--- src/rtl/core/pfk_pkg.sv ---
// Shared types, sizes and the CORDIC arctangent table for the planar arm
// forward kinematics block. No dependencies.
`timescale 1ns / 1ps

package pfk_pkg;

	localparam int MAX_LINKS     = 16;
	localparam int CORDIC_STAGES = 16;

	localparam int CNT_W   = $clog2(MAX_LINKS + 1);
	localparam int STG_W   = $clog2(CORDIC_STAGES);
	localparam int ATAN_W  = 5;
	localparam int ROT_W   = 32;   // Q2.30 vector, 2^32 per turn angle
	localparam int PROD_W  = 48;
	localparam int TERM_W  = 34;
	localparam int SUM_W   = 40;
	localparam int POS_W   = 21;
	localparam int ANG_W   = 16;
	localparam int LEN_W   = 16;

	localparam logic signed [ROT_W-1:0] INV_GAIN = 32'sd652032874;

	localparam logic [ROT_W-1:0] ATAN_TAB [24] = '{
		32'h20000000, 32'h12E4051E, 32'h09FB385B, 32'h051111D4,
		32'h028B0D43, 32'h0145D7E1, 32'h00A2F61E, 32'h00517C55,
		32'h0028BE53, 32'h00145F2F, 32'h000A2F98, 32'h000517CC,
		32'h00028BE6, 32'h000145F3, 32'h0000A2FA, 32'h0000517D,
		32'h000028BE, 32'h0000145F, 32'h00000A30, 32'h00000518,
		32'h0000028C, 32'h00000146, 32'h000000A3, 32'h00000051
	};

	// per-link bookkeeping that rides along the rotator chain
	typedef struct packed {
		logic             last;
		logic             flip;
		logic [LEN_W-1:0] len;
		logic [ANG_W-1:0] ang;
	} pfk_tag_t;

	typedef struct packed {
		pfk_tag_t                tag;
		logic signed [ROT_W-1:0] x;
		logic signed [ROT_W-1:0] y;
		logic signed [ROT_W-1:0] z;
	} pfk_rot_t;

	// finished arm: unrounded sums and final heading
	typedef struct packed {
		logic [ANG_W-1:0]        ang;
		logic signed [SUM_W-1:0] sx;
		logic signed [SUM_W-1:0] sy;
	} pfk_fin_t;

	function automatic logic [ROT_W-1:0] atan_q32(input logic [ATAN_W-1:0] i);
		return ATAN_TAB[i];
	endfunction

endpackage

--- src/rtl/core/pfk_accum.sv ---
// Link term multiply, rounding and x/y accumulation; emits the finished sums
// on the last link of an arm. Depends on pfk_pkg.
`timescale 1ns / 1ps

module pfk_accum import pfk_pkg::*; (
	input  logic     clk,
	input  logic     arst_n,
	input  logic     en,
	input  logic     d_vld,
	input  pfk_rot_t d,
	output logic     fin_vld,
	output pfk_fin_t fin
);

	logic                     vld_s1, vld_s2, fin_vld_q;
	pfk_tag_t                 tag_s1, tag_s2;
	logic signed [PROD_W-1:0] px_s1, py_s1;
	logic signed [TERM_W-1:0] tx_s2, ty_s2;
	logic signed [SUM_W-1:0]  sum_x_q, sum_y_q;
	pfk_fin_t                 fin_q;

	logic signed [LEN_W:0]    len_s;
	logic signed [PROD_W-1:0] nx, ny, rx, ry;
	logic signed [SUM_W-1:0]  tot_x, tot_y;

	always_comb begin
		len_s = $signed({1'b0, d.tag.len});
		nx    = tag_s1.flip ? -px_s1 : px_s1;
		ny    = tag_s1.flip ? -py_s1 : py_s1;
		rx    = (nx + PROD_W'(8192)) >>> 14;
		ry    = (ny + PROD_W'(8192)) >>> 14;
		tot_x = sum_x_q + SUM_W'(tx_s2);
		tot_y = sum_y_q + SUM_W'(ty_s2);
	end

	always_ff @(posedge clk or negedge arst_n) begin
		if (!arst_n) begin
			vld_s1    <= 1'b0;
			vld_s2    <= 1'b0;
			fin_vld_q <= 1'b0;
			sum_x_q   <= '0;
			sum_y_q   <= '0;
		end else if (en) begin
			vld_s1    <= d_vld;
			vld_s2    <= vld_s1;
			fin_vld_q <= vld_s2 && tag_s2.last;
			if (vld_s2) begin
				if (tag_s2.last) begin
					sum_x_q <= '0;
					sum_y_q <= '0;
				end else begin
					sum_x_q <= tot_x;
					sum_y_q <= tot_y;
				end
			end
		end
	end

	always_ff @(posedge clk) begin
		if (en) begin
			tag_s1    <= d.tag;
			px_s1     <= PROD_W'(len_s) * PROD_W'($signed(d.x));
			py_s1     <= PROD_W'(len_s) * PROD_W'($signed(d.y));
			tag_s2    <= tag_s1;
			tx_s2     <= TERM_W'(rx);
			ty_s2     <= TERM_W'(ry);
			fin_q.ang <= tag_s2.ang;
			fin_q.sx  <= tot_x;
			fin_q.sy  <= tot_y;
		end
	end

	assign fin_vld = fin_vld_q;
	assign fin     = fin_q;

endmodule

--- config.mk ---
export PLATFORM = sky130hd
export DESIGN_NAME = pfk_accum
export DESIGN_NICKNAME = d
export VERILOG_FILES = /design/src/rtl/core/pfk_pkg.sv /design/src/rtl/core/pfk_accum.sv
export SDC_FILE = /design/constraint.sdc
export NUM_CORES = 2
export LEC_CHECK = 0
export ABC_AREA = 1
export ABC_CLOCK_PERIOD_IN_PS = 4500
export BUFFER_PORTS_ARGS = -buffer_cell sky130_fd_sc_hd__buf_2
export CAP_MARGIN = 20
export CORE_UTILIZATION = 50
export CTS_BUF_LIST = sky130_fd_sc_hd__clkbuf_8
export CTS_CLUSTER_DIAMETER = 150
export DETAILED_ROUTE_END_ITERATION = 8
export HOLD_SLACK_MARGIN = 0.06
export PLACE_DENSITY = 0.67
export SYNTH_ARGS = -nofsm -noshare
export SYNTH_HDL_FRONTEND = slang
export SYNTH_SLANG_ARGS = --single-unit
--- constraint.sdc ---
create_clock -name clk -period 4.5 [get_ports clk]
set_input_delay 0.675 -clock clk [delete_from_list [all_inputs] [get_ports clk]]
set_output_delay 0.675 -clock clk [all_outputs]
set_load 0.005 [all_outputs]
==> impl_metrics.toml <==
[placed_design]
detailedPlacementHpwl_um = 137400
place_congestion = 0.9692
pre_cts_ws_ns = -1.781
portBuffers = 198
placed_cells = 9595

[worst_setup_path]
peak_per_stage_delay_on_the_critical_path_ns = 0.57
critPathCapture = "py_s1[44]"
timing.critical_path.fanout_max = 7
critPathCaptureType = "register"
worst_r2r_path_depth = 13
critical-path-slowest-cell = "fa_2"
crit_buf_inv = 11
worst_ep_arrival_time_ns = 5.93
crit_cells = 27
crit_family = "adder cells"
rrSetupSlack_ns = 1.22
critPathLaunch = "d[114]"
regToRegEndpoint = "fin[30]"
worst_ep_required_time_ns = 4.93
path_class = "input pin to register"
r2r_start = "ty_s2[0]"
worst_setup_path_start_kind = "input pin"
path_common_cell = "inv_2"

[clocking]
clk_pin_slew_ns = 0.06
cts-htree-levels = 2
clockRootBuffer = "clkbuf_8"
cts_inserted_buffers = 59
tritoncts_clock_tree = "yes"
clock_latency_reported_for_the_late_side_of_the_worst_skew_pair_ns = 0.72
cts_num_sinks = 378
clk_path_buf_depth = 3

[final_layout]
filler_cell_count = 9916
finish.net_count = 9682
area.growth.synth_to_final_pct = 24.99
final_cell_count_no_fill = 9858
post_route_cells_drive_above_1_share = 0.2230

[logic_synthesis]
synth-seq-cells = 378
synth_top_area_cell = "fa_1"
synth_flop_cell = "edfxtp_1"
cell_types_with_the_largest_area_share_after_synthesis = "fa_1 33%, edfxtp_1 15%, nand2_1 13%"
number_of_library_cell_types_mapped_by_synthesis = 49
yosysWarnings = 0
synth_most_common_cell = "nand2_1"
post_synth.cell_area_avg_um2 = 7.871
netlist_top_cells_count = "1999 x nand2_1, 1979 x inv_1, 970 x fa_1, 471 x nor2_1, 308 x ha_1"
synthArstFlopShare = 0.2196
area_share_of_the_largest_cell_type_after_synthesis = 0.3271
synth-seq-area-share = 0.1842
synthesis.instances = 7542
synth_enable_flop_cells = 295
netlist_area_um2 = 59360
synth_nets = 8954

[outcome]
outcome = "finished, violations left"
violations = "setup timing"

[global_route]
grt_pass1_wl_um = 274700
grt_overflow_total = 0
first_global_vias = 52290
grt_antenna_before_repair = 3
grt_start_max_net_pins = 135
grt_use_total = 0.2873

[floorplan]
floorplan.core_area_um2 = 117900
initial_core_util = 0.5034
i_o_pins = 231
number_of_placement_rows = 126
die_w_um = 346.6
chipHeight_um = 346.6
die_area_um2 = 120100

[route]
route.layer.met1.wl_um = 75410
met3_wirelength_um = 13270
top_sig_layer = "met5"
vias = 50440
drt_pass1_iterations = 6
routed_wire_length_per_instance_um = 17.70
route.detailed.vias_per_inst = 5.116
drcViolationCount = 0
drtAntennaViolNets = 0
drt_iter0_markers = 3834
wl_um = 174400
routed-wl-met2_um = 80360

[timing]
min_clock_period_post_route_ns = 5.501
period_share = 1.222
worstMarginPinSlew_ns = 0.9004
slew_headroom = 0.3997
setup-violations-final = 76
final_hold_viol_count = 0
final.setup.worst_slack_ns = -1.001
timing.final.max_slew_violations = 0
finalClockSkew_ns = 0.02607
totalNegativeSetupSlack_ns = -56.97
fmax_ghz = 0.1818
timing.hold.ws_ns = 0.1515
rsz_0062_raised_after_global_routing = "yes"

[run]
max_cap_violations = 0

[hold_path]
hold_path_class = "input pin to register"
min_path_cells = 1
## registers in the layout (all words and copies together) (netlist names), 17 cells and up
name,cells
py_s1,48
sum_x_q,40
tx_s2,34
sum_y_q,40
px_s1,48
ty_s2,34
tag_s2,17
fin,96
tag_s1,18
## placed cells by master, fill, tap and decap left out, drive strengths merged, types with 48 or more instances in the layout
master  synthesis  final
a21oi         202    202
buf            47    911
clkbuf        224     86
dfrtp          83     83
edfxtp        295    295
fa            970    970
ha            308    308
inv          1982   1991
nand2        2010   2010
nand3         201    201
nand4          48     48
nor2          507    507
o21ai         183    183
xnor2          71     71
xor2          145    145
## routing by layer
metal / GRT usage / vias up
met5: 0 / -
met3: 0.03405 / 338
met4: 0.07477 / 2
met1: 0.4076 / 24440
li1: - / 23670
met2: 0.4676 / 1988
## area by class of cell
cell class                 count  area (um^2)  area share
multi-input combinational   4911        43740      0.5895
antenna                        2        5.005  0.00006745
tap                         1536         1922     0.02590
inverter                    1982         7457      0.1005
timing repair buffer         938         8717      0.1175
sequential                   378        10940      0.1474
clock inverter                46        529.3    0.007133
clock buffer                  65        894.6     0.01206
## metrics by stage
step / area (um^2) / util
finish: 74200 / 0.6292
global route: 74190 / 0.6292
CTS: 71940 / 0.6101
detailed placement: 68040 / 0.5769
global placement: 68040 / 0.5769
floorplan: 62430 / -
## kinds of logic (layout without fill, tap and decap cells)
kind of cell	Yosys count	in the layout	share of synthesized area
other	0	2	0
xor gates and xnor gates	216	216	0.03294
and+or+nand+nor	2878	2878	0.1957
buffers and inverters	2253	3031	0.1427
adders and majority gates	1278	1278	0.3920
AOI/OAI and AO/OA	539	539	0.05240
DFF	378	378	0.1842
## how the worst min path moves through the flow
stage	startpoint	endpoint	slack, ns
2_1_floorplan	arst_n	fin_vld	0.38
3_3_place_gp	tag_s2[5]	fin[85]	0.40
3_5_place_dp	tag_s1[5]	tag_s2[5]	0.40
4_1_cts	d[129]	tag_s1[33]	0.08
5_1_grt	d[129]	tag_s1[33]	0.10
6_report	d[128]	tag_s1[32]	0.15
## what timing repair did
| item | CTS | global route |
|---|---|---|
| gates cloned | 17 | 11 |
| buffers inserted | 72 | 57 |
| pin swaps | 199 | 256 |
| hold buffers | 1 | 0 |
| endpoints found under the hold margin | 48 | 0 |
| resized for setup | 425 | 460 |
| endpoints found under the setup margin | 74 | 77 |
## worst register-to-register path: stages (launching register included)
cell and delay (ns):
edfxtp_1 0.43, ha_1 0.28, fa_1 0.44, nand3_1 0.11, nand3_1 0.22, a21oi_1 0.28
inv_1 0.11, nand2_1 0.07, nand2_1 0.08, a21oi_1 0.28, o21ai_0 0.27, nand2_1 0.19
nand3_1 0.12, and2_1 0.18
Power is left out: the tool's default activity adds up to more than one toggle a clock period on the data nets, which glitch-free logic cannot reach.
